--- src/sv/utf8_string_validator_core_assert.svh ---
// Assertion macros shared by the validator RTL.
// Every check is sampled on the rising clock edge.
// Every check is switched off while reset is low.
`ifndef UTF8_STRING_VALIDATOR_CORE_ASSERT_SVH
`define UTF8_STRING_VALIDATOR_CORE_ASSERT_SVH

// Same-cycle implication.
`define U8SV_ASSERT_IMP(lbl, ante, cons, msg) \
  lbl: assert property (@(posedge clk_i) disable iff (!rst_ni) (ante) |-> (cons)) \
    else $error(msg);

// Next-cycle implication.
`define U8SV_ASSERT_NXT(lbl, ante, cons, msg) \
  lbl: assert property (@(posedge clk_i) disable iff (!rst_ni) (ante) |=> (cons)) \
    else $error(msg);

`endif

--- src/sv/u8sv_pkg.sv ---
// ----------------------------------------------------------------------------
// u8sv_pkg
// Shared types for the UTF-8 string validator: status and kind codes,
// register indexes and the per-string decode state.
// ----------------------------------------------------------------------------
package u8sv_pkg;

  typedef enum logic [3:0] {
    ST_OK        = 4'd0,
    ST_EMPTY     = 4'd1,
    ST_TOO_LONG  = 4'd2,
    ST_MALFORMED = 4'd3,
    ST_CONTROL   = 4'd4,
    ST_NON_ASCII = 4'd5,
    ST_IDENT     = 4'd6,
    ST_TOKEN     = 4'd7,
    ST_STRUCT    = 4'd8
  } status_e;

  typedef enum logic [2:0] {
    KIND_ARG     = 3'd0,
    KIND_CONFIG  = 3'd1,
    KIND_PATH    = 3'd2,
    KIND_URL     = 3'd3,
    KIND_DISPLAY = 3'd4,
    KIND_IDENT   = 3'd5,
    KIND_TOKEN   = 3'd6,
    KIND_STRUCT  = 3'd7
  } kind_e;

  typedef enum logic [1:0] {
    CFG_KIND        = 2'd0,
    CFG_MAX_LEN     = 2'd1,
    CFG_ALLOW_EMPTY = 2'd2
  } cfg_index_e;

  localparam logic [15:0] MaxLenReset = 16'd4096;

  // Running decode state of the current string.
  typedef struct packed {
    logic [1:0]  pending;
    logic [20:0] partial;
    logic [1:0]  seq_class;
    status_e     first_err;
    status_e     class_err;
    logic        at_start;
  } dec_state_t;

  localparam dec_state_t DecStateReset = '{
    pending:   2'd0,
    partial:   21'd0,
    seq_class: 2'd0,
    first_err: ST_OK,
    class_err: ST_OK,
    at_start:  1'b1
  };

endpackage

--- src/sv/utf8_string_validator_core.sv ---
// ----------------------------------------------------------------------------
// utf8_string_validator_core
// Streaming strict UTF-8 string validator: one byte per word in, one status
// word out on the string's last byte or on an empty-string marker.
//
//   channel   direction  handshake              payload
//   cfg       in         cfg_we_i               cfg_index_i, cfg_data_i
//   in        in         in_valid_i/in_stall_o  data_byte_i, last_byte_i,
//                                               empty_marker_i
//   out       out        out_valid_o/out_stall_i status_o, length_o
//
// One word is taken per cycle while in_stall_o is low. The input register
// feeds the decode step, which writes the string state and the output
// register in the same cycle.
// A non-final byte moves on even while the output is stalled; a final byte
// or an empty marker waits in the input register until the output frees.
// Reset clears the configuration to its defaults and starts a new string.
// ----------------------------------------------------------------------------
`include "utf8_string_validator_core_assert.svh"

module utf8_string_validator_core #(
  parameter int LENGTH_BITS = 16
) (
  input  logic                       clk_i,
  input  logic                       rst_ni,
  input  logic                       cfg_we_i,
  input  logic [1:0]                 cfg_index_i,
  input  logic [15:0]                cfg_data_i,
  input  logic                       in_valid_i,
  output logic                       in_stall_o,
  input  logic [7:0]                 data_byte_i,
  input  logic                       last_byte_i,
  input  logic                       empty_marker_i,
  output logic                       out_valid_o,
  input  logic                       out_stall_i,
  output logic [3:0]                 status_o,
  output logic [15:0]                length_o
);

  localparam int CmpBits = (LENGTH_BITS > 16) ? LENGTH_BITS : 16;

  // Configuration
  u8sv_pkg::kind_e kind_q;
  logic [15:0]     max_len_q;
  logic            allow_empty_q;

  always_ff @(posedge clk_i or negedge rst_ni) begin
    if (!rst_ni) begin
      kind_q        <= u8sv_pkg::KIND_ARG;
      max_len_q     <= u8sv_pkg::MaxLenReset;
      allow_empty_q <= 1'b0;
    end else if (cfg_we_i) begin
      unique case (cfg_index_i)
        u8sv_pkg::CFG_KIND:        kind_q        <= u8sv_pkg::kind_e'(cfg_data_i[2:0]);
        u8sv_pkg::CFG_MAX_LEN:     max_len_q     <= cfg_data_i;
        u8sv_pkg::CFG_ALLOW_EMPTY: allow_empty_q <= cfg_data_i[0];
        default: begin
        end
      endcase
    end
  end

  // Input register
  logic       s1_valid_q, s1_valid_d;
  logic [7:0] s1_byte_q;
  logic       s1_last_q;
  logic       s1_empty_q;
  logic       s1_yields;
  logic       s1_fire;
  logic       out_free;
  logic       in_acc;

  assign s1_yields  = s1_last_q || s1_empty_q;
  assign out_free   = !out_valid_o || !out_stall_i;
  assign s1_fire    = s1_valid_q && (!s1_yields || out_free);
  assign in_stall_o = s1_valid_q && !s1_fire;
  assign in_acc     = in_valid_i && !in_stall_o;

  always_comb begin
    s1_valid_d = s1_valid_q;
    if (in_acc) begin
      s1_valid_d = 1'b1;
    end else if (s1_fire) begin
      s1_valid_d = 1'b0;
    end
  end

  always_ff @(posedge clk_i or negedge rst_ni) begin
    if (!rst_ni) begin
      s1_valid_q <= 1'b0;
    end else begin
      s1_valid_q <= s1_valid_d;
    end
  end

  always_ff @(posedge clk_i) begin
    if (in_acc) begin
      s1_byte_q  <= data_byte_i;
      s1_last_q  <= last_byte_i;
      s1_empty_q <= empty_marker_i;
    end
  end

  // String state
  u8sv_pkg::dec_state_t st_q, st_d, st_step;
  logic [LENGTH_BITS-1:0] count_q, count_d, count_inc;

  u8sv_step u_step (
    .st_i   (st_q),
    .kind_i (kind_q),
    .byte_i (s1_byte_q),
    .st_o   (st_step)
  );

  // Saturate the byte count.
  assign count_inc = (count_q == {LENGTH_BITS{1'b1}}) ? count_q :
                     count_q + LENGTH_BITS'(1);

  logic [CmpBits-1:0] count_ext;
  logic [CmpBits-1:0] max_ext;
  u8sv_pkg::status_e  fin_status;

  assign count_ext = CmpBits'(count_inc);
  assign max_ext   = CmpBits'(max_len_q);

  always_comb begin
    priority if (count_ext > max_ext) begin
      fin_status = u8sv_pkg::ST_TOO_LONG;
    end else if (st_step.first_err != u8sv_pkg::ST_OK) begin
      fin_status = st_step.first_err;
    end else if (st_step.pending != 2'd0) begin
      fin_status = u8sv_pkg::ST_MALFORMED;
    end else begin
      fin_status = st_step.class_err;
    end
  end

  always_comb begin
    st_d    = st_q;
    count_d = count_q;
    if (s1_fire) begin
      if (s1_yields) begin
        st_d    = u8sv_pkg::DecStateReset;
        count_d = '0;
      end else begin
        st_d    = st_step;
        count_d = count_inc;
      end
    end
  end

  always_ff @(posedge clk_i or negedge rst_ni) begin
    if (!rst_ni) begin
      st_q    <= u8sv_pkg::DecStateReset;
      count_q <= '0;
    end else begin
      st_q    <= st_d;
      count_q <= count_d;
    end
  end

  // Output register
  logic              out_valid_q, out_valid_d;
  u8sv_pkg::status_e status_q;
  logic [15:0]       length_q;

  always_comb begin
    out_valid_d = out_valid_q;
    if (s1_fire && s1_yields) begin
      out_valid_d = 1'b1;
    end else if (!out_stall_i) begin
      out_valid_d = 1'b0;
    end
  end

  always_ff @(posedge clk_i or negedge rst_ni) begin
    if (!rst_ni) begin
      out_valid_q <= 1'b0;
    end else begin
      out_valid_q <= out_valid_d;
    end
  end

  always_ff @(posedge clk_i) begin
    if (s1_fire && s1_yields) begin
      if (s1_empty_q) begin
        status_q <= allow_empty_q ? u8sv_pkg::ST_OK : u8sv_pkg::ST_EMPTY;
        length_q <= 16'd0;
      end else begin
        status_q <= fin_status;
        length_q <= count_ext[15:0];
      end
    end
  end

  assign out_valid_o = out_valid_q;
  assign status_o    = status_q;
  assign length_o    = length_q;

  // Checks
  `U8SV_ASSERT_IMP(a_no_overwrite, out_valid_q && out_stall_i, !(s1_fire && s1_yields), "result overwritten while stalled")
  `U8SV_ASSERT_NXT(a_clear_after_result, s1_fire && s1_yields, count_q == '0 && st_q.at_start, "string state not cleared after result")
  `U8SV_ASSERT_NXT(a_count_monotonic, !(s1_fire && s1_yields), count_q >= $past(count_q), "byte count dropped within a string")
  `U8SV_ASSERT_IMP(a_pending_has_class, st_q.pending != 2'd0, st_q.seq_class != 2'd0, "pending continuations without sequence class")

endmodule

--- src/sv/u8sv_step.sv ---
// ----------------------------------------------------------------------------
// u8sv_step
// One-byte update of the decode state: strict UTF-8 decode, codepoint
// safety checks and the ASCII character class checks of each kind.
// ----------------------------------------------------------------------------
module u8sv_step (
  input  u8sv_pkg::dec_state_t st_i,
  input  u8sv_pkg::kind_e      kind_i,
  input  logic [7:0]           byte_i,
  output u8sv_pkg::dec_state_t st_o
);

  function automatic logic is_alpha(input logic [7:0] c);
    return (c >= 8'h41 && c <= 8'h5A) || (c >= 8'h61 && c <= 8'h7A);
  endfunction

  function automatic logic is_alnum(input logic [7:0] c);
    return is_alpha(c) || (c >= 8'h30 && c <= 8'h39);
  endfunction

  // tab, alnum, or one of _ . , : = + \ - / @ % { } [ ] ( ) space
  function automatic logic is_struct_char(input logic [7:0] c);
    return c == 8'h09 || is_alnum(c) ||
           c == 8'h5F || c == 8'h2E || c == 8'h2C || c == 8'h3A ||
           c == 8'h3D || c == 8'h2B || c == 8'h5C || c == 8'h2D ||
           c == 8'h2F || c == 8'h40 || c == 8'h25 || c == 8'h7B ||
           c == 8'h7D || c == 8'h5B || c == 8'h5D || c == 8'h28 ||
           c == 8'h29 || c == 8'h20;
  endfunction

  function automatic logic is_unsafe_cp(input logic [20:0] cp);
    return cp == 21'h000AD || cp == 21'h0061C ||
           (cp >= 21'h0200B && cp <= 21'h0200F) ||
           cp == 21'h02028 || cp == 21'h02029 ||
           (cp >= 21'h0202A && cp <= 21'h0202E) ||
           (cp >= 21'h02060 && cp <= 21'h0206F) ||
           cp == 21'h03164 || cp == 21'h0FEFF ||
           (cp >= 21'h0FDD0 && cp <= 21'h0FDEF) ||
           cp[15:0] == 16'hFFFE || cp[15:0] == 16'hFFFF;
  endfunction

  function automatic u8sv_pkg::status_e check_cp(input logic [20:0] cp,
                                                 input u8sv_pkg::kind_e kind);
    logic tab_ok;
    logic ascii_only;
    tab_ok     = (kind == u8sv_pkg::KIND_CONFIG || kind == u8sv_pkg::KIND_STRUCT) &&
                 cp == 21'h00009;
    ascii_only = kind == u8sv_pkg::KIND_IDENT || kind == u8sv_pkg::KIND_TOKEN ||
                 kind == u8sv_pkg::KIND_STRUCT;
    if ((!tab_ok && cp < 21'h00020) || cp == 21'h0007F ||
        (cp >= 21'h00080 && cp < 21'h000A0) || is_unsafe_cp(cp)) begin
      return u8sv_pkg::ST_CONTROL;
    end
    if (ascii_only && cp > 21'h0007F) begin
      return u8sv_pkg::ST_NON_ASCII;
    end
    return u8sv_pkg::ST_OK;
  endfunction

  u8sv_pkg::dec_state_t nxt;
  u8sv_pkg::status_e    err;
  logic [20:0]          cp;
  logic [20:0]          cp_min;

  assign cp = {st_i.partial[14:0], byte_i[5:0]};

  always_comb begin
    unique case (st_i.seq_class)
      2'd1:    cp_min = 21'h00080;
      2'd2:    cp_min = 21'h00800;
      default: cp_min = 21'h10000;
    endcase
  end

  always_comb begin
    nxt = st_i;
    err = u8sv_pkg::ST_OK;

    // Decode stops at the first error of the string.
    if (st_i.first_err == u8sv_pkg::ST_OK) begin
      if (st_i.pending == 2'd0) begin
        priority if (byte_i < 8'h80) begin
          err = check_cp({13'd0, byte_i}, kind_i);
        end else if (byte_i >= 8'hC2 && byte_i <= 8'hDF) begin
          nxt.pending   = 2'd1;
          nxt.partial   = {16'd0, byte_i[4:0]};
          nxt.seq_class = 2'd1;
        end else if (byte_i >= 8'hE0 && byte_i <= 8'hEF) begin
          nxt.pending   = 2'd2;
          nxt.partial   = {17'd0, byte_i[3:0]};
          nxt.seq_class = 2'd2;
        end else if (byte_i >= 8'hF0 && byte_i <= 8'hF4) begin
          nxt.pending   = 2'd3;
          nxt.partial   = {18'd0, byte_i[2:0]};
          nxt.seq_class = 2'd3;
        end else begin
          err = u8sv_pkg::ST_MALFORMED;
        end
      end else if (byte_i[7:6] != 2'b10) begin
        err = u8sv_pkg::ST_MALFORMED;
      end else begin
        nxt.partial = cp;
        nxt.pending = st_i.pending - 2'd1;
        // Last continuation: range, overlong and surrogate checks, then codepoint checks.
        if (st_i.pending == 2'd1) begin
          if (cp < cp_min || cp > 21'h10FFFF ||
              (cp >= 21'h0D800 && cp <= 21'h0DFFF)) begin
            err = u8sv_pkg::ST_MALFORMED;
          end else begin
            err = check_cp(cp, kind_i);
          end
        end
      end
      if (err != u8sv_pkg::ST_OK) begin
        nxt.first_err = err;
      end
    end

    // Class checks run on raw bytes; keep the first failure.
    if (st_i.class_err == u8sv_pkg::ST_OK) begin
      unique case (kind_i)
        u8sv_pkg::KIND_IDENT: begin
          if (!((st_i.at_start ? is_alpha(byte_i) : is_alnum(byte_i)) ||
                byte_i == 8'h5F)) begin
            nxt.class_err = u8sv_pkg::ST_IDENT;
          end
        end
        u8sv_pkg::KIND_TOKEN: begin
          if (!(is_alnum(byte_i) || byte_i == 8'h5F || byte_i == 8'h2D ||
                byte_i == 8'h2E || byte_i == 8'h2B)) begin
            nxt.class_err = u8sv_pkg::ST_TOKEN;
          end
        end
        u8sv_pkg::KIND_STRUCT: begin
          if (!is_struct_char(byte_i)) begin
            nxt.class_err = u8sv_pkg::ST_STRUCT;
          end
        end
        default: begin
        end
      endcase
    end

    nxt.at_start = 1'b0;
  end

  assign st_o = nxt;

endmodule

--- config.mk ---
export PLATFORM = sky130hd
export DESIGN_NAME = utf8_string_validator_core
export DESIGN_NICKNAME = d
export VERILOG_FILES = /design/src/sv/u8sv_pkg.sv /design/src/sv/utf8_string_validator_core.sv /design/src/sv/u8sv_step.sv
export VERILOG_INCLUDE_DIRS = /design/src /design/src/sv
export SDC_FILE = /design/constraint.sdc
export NUM_CORES = 1
export LEC_CHECK = 0
export ABC_AREA = 1
export ABC_CLOCK_PERIOD_IN_PS = 6100
export BUFFER_PORTS_ARGS = -buffer_cell sky130_fd_sc_hd__buf_2
export CAP_MARGIN = 15
export CORE_AREA = 4 4 124 126
export DETAILED_ROUTE_END_ITERATION = 10
export DIE_AREA = 0 0 128 130
export GPL_TIMING_DRIVEN = 0
export PLACE_DENSITY = 0.66
export SLEW_MARGIN = 20
export SYNTH_ARGS = -nofsm -noshare
export SYNTH_HDL_FRONTEND = slang
export SYNTH_HIERARCHICAL = 1
export SYNTH_SLANG_ARGS = --single-unit
--- constraint.sdc ---
create_clock -name clk_i -period 6.1 [get_ports clk_i]
set_clock_uncertainty 0.05 [all_clocks]
set_input_delay 1.22 -clock clk_i [delete_from_list [all_inputs] [get_ports clk_i]]
set_output_delay 1.22 -clock clk_i [all_outputs]
set_load 0.005 [all_outputs]
=== Word-level counts from Yosys, hierarchy flattened ===
Index checks and enable logic that the tools add are counted.

* Register bits after elaboration: 96
* Input port bits: 33
* Output and inout bits: 22
* Word-level logic and storage cells: 264

* Add/sub/neg operators: 2
* Magnitude comparators: 34
* Eq/ne operators: 47
* Muxes and demuxes: 67
* Reduce and logical (&&, ||, !) cells: 97

{| class="wikitable"
|+ Operator list
! kind !! count
|-
| two-way mux 25 bit || 4
|-
| two-way mux 4 bit || 25
|-
| == test 8 x 6 -> 1 bit (second input constant) || 11
|-
| == test 8 x 7 -> 1 bit (second input constant) || 8
|-
| == test 21 x 14 -> 1 bit (second input constant) || 3
|-
| >= comparator 21 x 14 -> 1 bit (second input constant) || 3
|-
| less-or-equal comparator 21 x 14 -> 1 bit (second input constant) || 3
|-
| logical OR 1 bit || 51
|-
| == test 16 bit (second input constant) || 3
|-
| two-way mux 23 bit || 2
|-
| >= comparator 21 x 16 -> 1 bit (second input constant) || 2
|-
| less-or-equal comparator 21 x 16 -> 1 bit (second input constant) || 2
|-
| two-way mux 34 bit || 1
|-
| case mux 17 bit (2 select lines) || 1
|-
| >= comparator 8 bit (second input constant) || 4
|-
| two-way mux 16 bit || 2
|-
| two-way mux 29 bit || 1
|-
| two-way mux 1 bit || 28
|-
| less-or-equal comparator 8 bit (second input constant) || 3
|-
| logical AND 1 bit || 23
|-
| == test 21 x 11 -> 1 bit (second input constant) || 1
|-
| == test 21 x 16 -> 1 bit (second input constant) || 1
|-
| == test 21 x 4 -> 1 bit (second input constant) || 1
|-
| == test 21 x 7 -> 1 bit (second input constant) || 1
|-
| other kinds (37) || 63
|}

=== Depth between registers and ports, before layout ===
* Word-level depth: 40
* Gate-level depth with buffers: 22
* Mapped depth without buffers: 22

=== Modules after synthesis ===
Netlist, hierarchy kept.

{| class="wikitable"
|+ By module, submodules not included
! module !! times used !! cells each !! area an instance (µm²) !! seq. area each (µm²)
|-
| utf8_string_validator_core || 1 || 456 || 4670.7 || 2705.1
|-
| u8sv_step || 1 || 430 || 2125.8 || 0.0
|}

=== Worst setup path before layout ===
Ideal clock, no wire load.

* Path type: in2out
* Start: in out_stall_i
* End: out in_stall_o
* Data arrival time: 1454 ps
* Required time: 4830 ps
* Path slack: 3376 ps
* Stages on the path: 2
* Path buffers: 0
* Path through: nand3_1 -> nor2_1

* Longest elaborated chain between the ends: 6

{| class="wikitable"
|+ Ends and longest elaborated chain
! element !! RTL line !! RTL
|-
| start: declaration || utf8_string_validator_core.sv:35 || <nowiki>input logic out_stall_i,</nowiki>
|-
| zero test 1 bit || -- ||
|-
| logical OR 1 bit || utf8_string_validator_core.sv:74 || <nowiki>assign out_free = !out_valid_o || !out_stall_i;</nowiki>
|-
| logical OR 1 bit || utf8_string_validator_core.sv:75 || <nowiki>assign s1_fire = s1_valid_q && (!s1_yields || out_free);</nowiki>
|-
| logical AND 1 bit || utf8_string_validator_core.sv:75 ||
|-
| zero test 1 bit || utf8_string_validator_core.sv:76 || <nowiki>assign in_stall_o = s1_valid_q && !s1_fire;</nowiki>
|-
| logical AND 1 bit || utf8_string_validator_core.sv:76 ||
|-
| end: declaration || utf8_string_validator_core.sv:30 || <nowiki>output logic in_stall_o,</nowiki>
|}

No other way between the ends.

=== Final worst setup path ===
* Start: reg count_q[0]
* End: reg status_q[0], in the netlist status_o[0], data pin

* Longest elaborated chain between the ends: 5
* Elaborated cells on any way between the ends: 6
* Those cells by class: 1 x add/sub; 1 x order compare; 1 x eq/ne; 3 x mux

{| class="wikitable"
|+ Ends and longest elaborated chain
! element !! RTL line !! RTL
|-
| start: declaration || utf8_string_validator_core.sv:106 || <nowiki>logic [LENGTH_BITS-1:0] count_q, count_d, count_inc;</nowiki>
|-
| start signal: assignment || utf8_string_validator_core.sv:158 || <nowiki>count_q <= count_d;</nowiki>
|-
| adder 16 x 1 -> 16 bit or == test 16 bit (tied branches) || utf8_string_validator_core.sv:117, utf8_string_validator_core.sv:116 ||
|-
| two-way mux 16 bit * || utf8_string_validator_core.sv:116 || <nowiki>assign count_inc = (count_q == {LENGTH_BITS{1'b1}}) ? count_q :</nowiki>
|-
| via count_ext[12] || utf8_string_validator_core.sv:119 || <nowiki>logic [CmpBits-1:0] count_ext;</nowiki>
|-
| greater-than comparator 16 bit * || utf8_string_validator_core.sv:127 || <nowiki>priority if (count_ext > max_ext) begin</nowiki>
|-
| two-way mux 4 bit * || utf8_string_validator_core.sv:127 ||
|-
| two-way mux 4 bit * || utf8_string_validator_core.sv:186 || <nowiki>if (s1_empty_q) begin</nowiki>
|-
| end signal: assignment || utf8_string_validator_core.sv:187 || <nowiki>status_q <= allow_empty_q ? u8sv_pkg::ST_OK : u8sv_pkg::ST_EMPTY;</nowiki>
|-
| end signal: assignment || utf8_string_validator_core.sv:190 || <nowiki>status_q <= fin_status;</nowiki>
|-
| end: declaration || utf8_string_validator_core.sv:164 || <nowiki>u8sv_pkg::status_e status_q;</nowiki>
|}

Mark *: on every way through the listed nets, which the timed path passes. The rest lies on a longest branch.
A chain may end at the register's enable or synchronous reset.

==> results.tsv <==
stage	metric	value	unit
finish	Area Overhead vs Synth	12.9	%
critical_path	flop-to-flop setup slack	3.12	ns
global_routing	global-route wire length before repair	27600	µm
route	post-route ant nets	0	
flow_run	max_cap viols	0	
global_routing	largest net degree at the start of global routing	56	
finish	most common library cell in the layout ignoring fill and taps	nand2_1	
clock_network	CTS tree	built	
pwr	P_leak	3.63	nW
synthesis	Syn Nets	912	
outcome	status	complete, no violations	
clock_network	total CTS buffers	9	
route	1st-pass router iterations	5	
finish	Final nets	978	
floorplanning	Die Ht	130	µm
global_routing	vias in the first global route	5459	
worst_hold_path	Hold Crit Depth	2	
global_routing	antenna violations before repair	0	
placed_design	placer congestion estimate	0.927	
clock_network	# H-tree levels	3	
global_routing	GR Util All Layers	21.0	%
critical_path	most frequent CP cell	nand2_1	
clock_network	CTS Root Cell	clkbuf_16	
clock_network	clock sinks	96	
finish	non-filler cells, final	1111	
sta	fmax	0.335	GHz
finish	most frequent cells in the layout	182 x nand2_1, 111 x inv_1, 106 x nor2_1, 64 x dfrtp_1, 63 x buf_2	
floorplanning	total die area	0.0166	mm²
route	via count	5875	
placed_design	Port Buffers	54	
floorplanning	# IOs	55	
finish	ant diodes	0	
critical_path	Crit Path Class	flop to flop	
floorplanning	Starting Density	45.5	%
placed_design	DP HPWL	12900	µm
sta	period utilization	48.9	%
worst_hold_path	Hold EP	st_q[2]	
clock_network	post_cts resized	0	
route	wire length per cell	15.0	µm
sta	Least-Margin Pin Slew	0.844	ns
critical_path	path depth of the worst reg2reg path	16	
finish	share of layout cells above drive strength 1	17.4	%
floorplanning	core area	0.0143	mm²
critical_path	CP cell instances	ha_1, nand2_2, nor3_2, nand2_1, nor2_1, nand2_1, nand2_1, inv_1, ha_1, nand2_1, nor3_1, nand2_1, nand2_1, nand2_1, nand3_1, nand2_1	
clock_network	Post-CTS Setup Inserts	0	
sta	minimum clock period after layout	2.98	ns
pwr	Power Density	253	mW/mm²
critical_path	worst-path fanout max	5	
sta	Max Slew Vio Count	0	
synthesis	post-synthesis cell count	856	
route	Initial DRC Count	497	
clock_network	maximum clock insertion buffer count	2	
global_routing	global route total overflow	0	
finish	fillcell total	1430	
pwr	maximum VDD drop	0.000166	V
floorplanning	Die Width	128	µm
critical_path	largest stage delay on the critical path	0.47	ns
sta	TNS Setup	0	ns
route	DR vias/cell	5.29	
critical_path	slowest CP cell	dfrtp_1	
sta	RSZ-0062 raised after global routing	no	
worst_hold_path	Hold Path Class	flop to flop	
sta	final hold violations	0	
placed_design	placed insts	1095	
clock_network	hold buffer count at cts	0	
route	final wirelength	16700	µm
sta	final setup fails	0	
clock_network	clock transition at the registers of the reported paths	0.07	ns
route	# DRC	0	
critical_path	Arrival @ worst endpoint	3.03	ns
synthesis	synth warn	6	
clock_network	Clk Latency, worst-skew pair	0.35	ns
floorplanning	FP Rows	44	
critical_path	R2R Path End	status_o[0]	
synthesis	Syn Area/Cell	7.60	µm²
synthesis	Post-Synthesis Cell Area	0.00651	mm²
critical_path	Worst Setup End Kind	flop	
critical_path	startpoint types	flop	
critical_path	Critical Path RT	6.15	ns
sta	Rel. slew slack	43.7	%
worst_hold_path	Worst Hold Launch	st_q[2]	
critical_path	RR Startpoint	count_q[0]	
[worst max path at each step]
stage | start | endpoint | slack [ns] | depth (start not counted)
after global routing | count_q[0] | status_o[2] | 2.86 | 16
after global placement | out_stall_i | length_o[7] | 2.86 | 7
after detailed placement | out_stall_i | length_o[7] | 2.86 | 7
after floorplan | out_stall_i | in_stall_o | 3.38 | 2
after CTS | count_q[0] | status_o[2] | 3.11 | 16
final | count_q[0] | status_o[0] | 3.12 | 16
[stage by stage]
step | total power [mW] | hold slack [ns] | cell area [µm²] | utilization [%] | worst slack (ns)
after global routing | 1.98 | 0.469 | 7350 | 51.3 | 2.86
after detailed placement | 1.28 | 0.424 | 7040 | 49.2 | 2.86
after CTS | 1.87 | 0.444 | 7350 | 51.3 | 3.11
after floorplan | 1.14 | 0.396 | 6510 | - | 3.38
after global placement | 1.27 | 0.419 | 7010 | 49.0 | 2.86
final | 1.86 | 0.442 | 7350 | 51.3 | 3.12
[worst max-delay path: cells and delay by family, from the launching register on]
kind	cells	cell delay, ns
AND/OR/NAND/NOR	13	1.60
adder cells (fa/ha/maj)	2	0.54
buffers and inverters	1	0.07
flip-flops	1	0.47
[report_power, final]
group	total, mW	internal [mW]	switching, mW
Clock	0.581	0.329	0.252
Sequential	0.762	0.725	0.0367
Combinational	0.514	0.183	0.332
Total	1.86	1.24	0.620
[routing by layer]
metal  GRT usage (%)  part of all wire, %  routed length [µm]  vias to the layer above
met3            3.36                  5.1                 851                       22
met5               0                    0                   0                        -
met2            32.7                   46                7620                      163
met1            30.0                   48                7940                     2745
li1                -                    -                   -                     2945
met4            6.87                  1.6                 275                        0
[area by class of cell]
cell class              count  area [µm²]  share of cell area [%]
clock inverters             4        31.3                   0.426
multi-input cells         600        3230                    44.0
inverters                 125         474                    6.45
repair buffers             55         300                    4.09
flip-flops and latches     96        2550                    34.8
plain buffers              35         244                    3.32
clock buffers              12         279                    3.80
well taps                 184         230                    3.13
[sequential cells by signal, indices dropped and copies added, names as in the netlist]
register and count:
st_q 28, allow_empty_q 1, out_valid_o 1, s1_last_q 1, max_ext 16, length_o 16, s1_valid_q 1, s1_empty_q 1
count_q 16, s1_byte_q 8, status_o 4, kind_q 3
(Power assumes the default switching activity.)
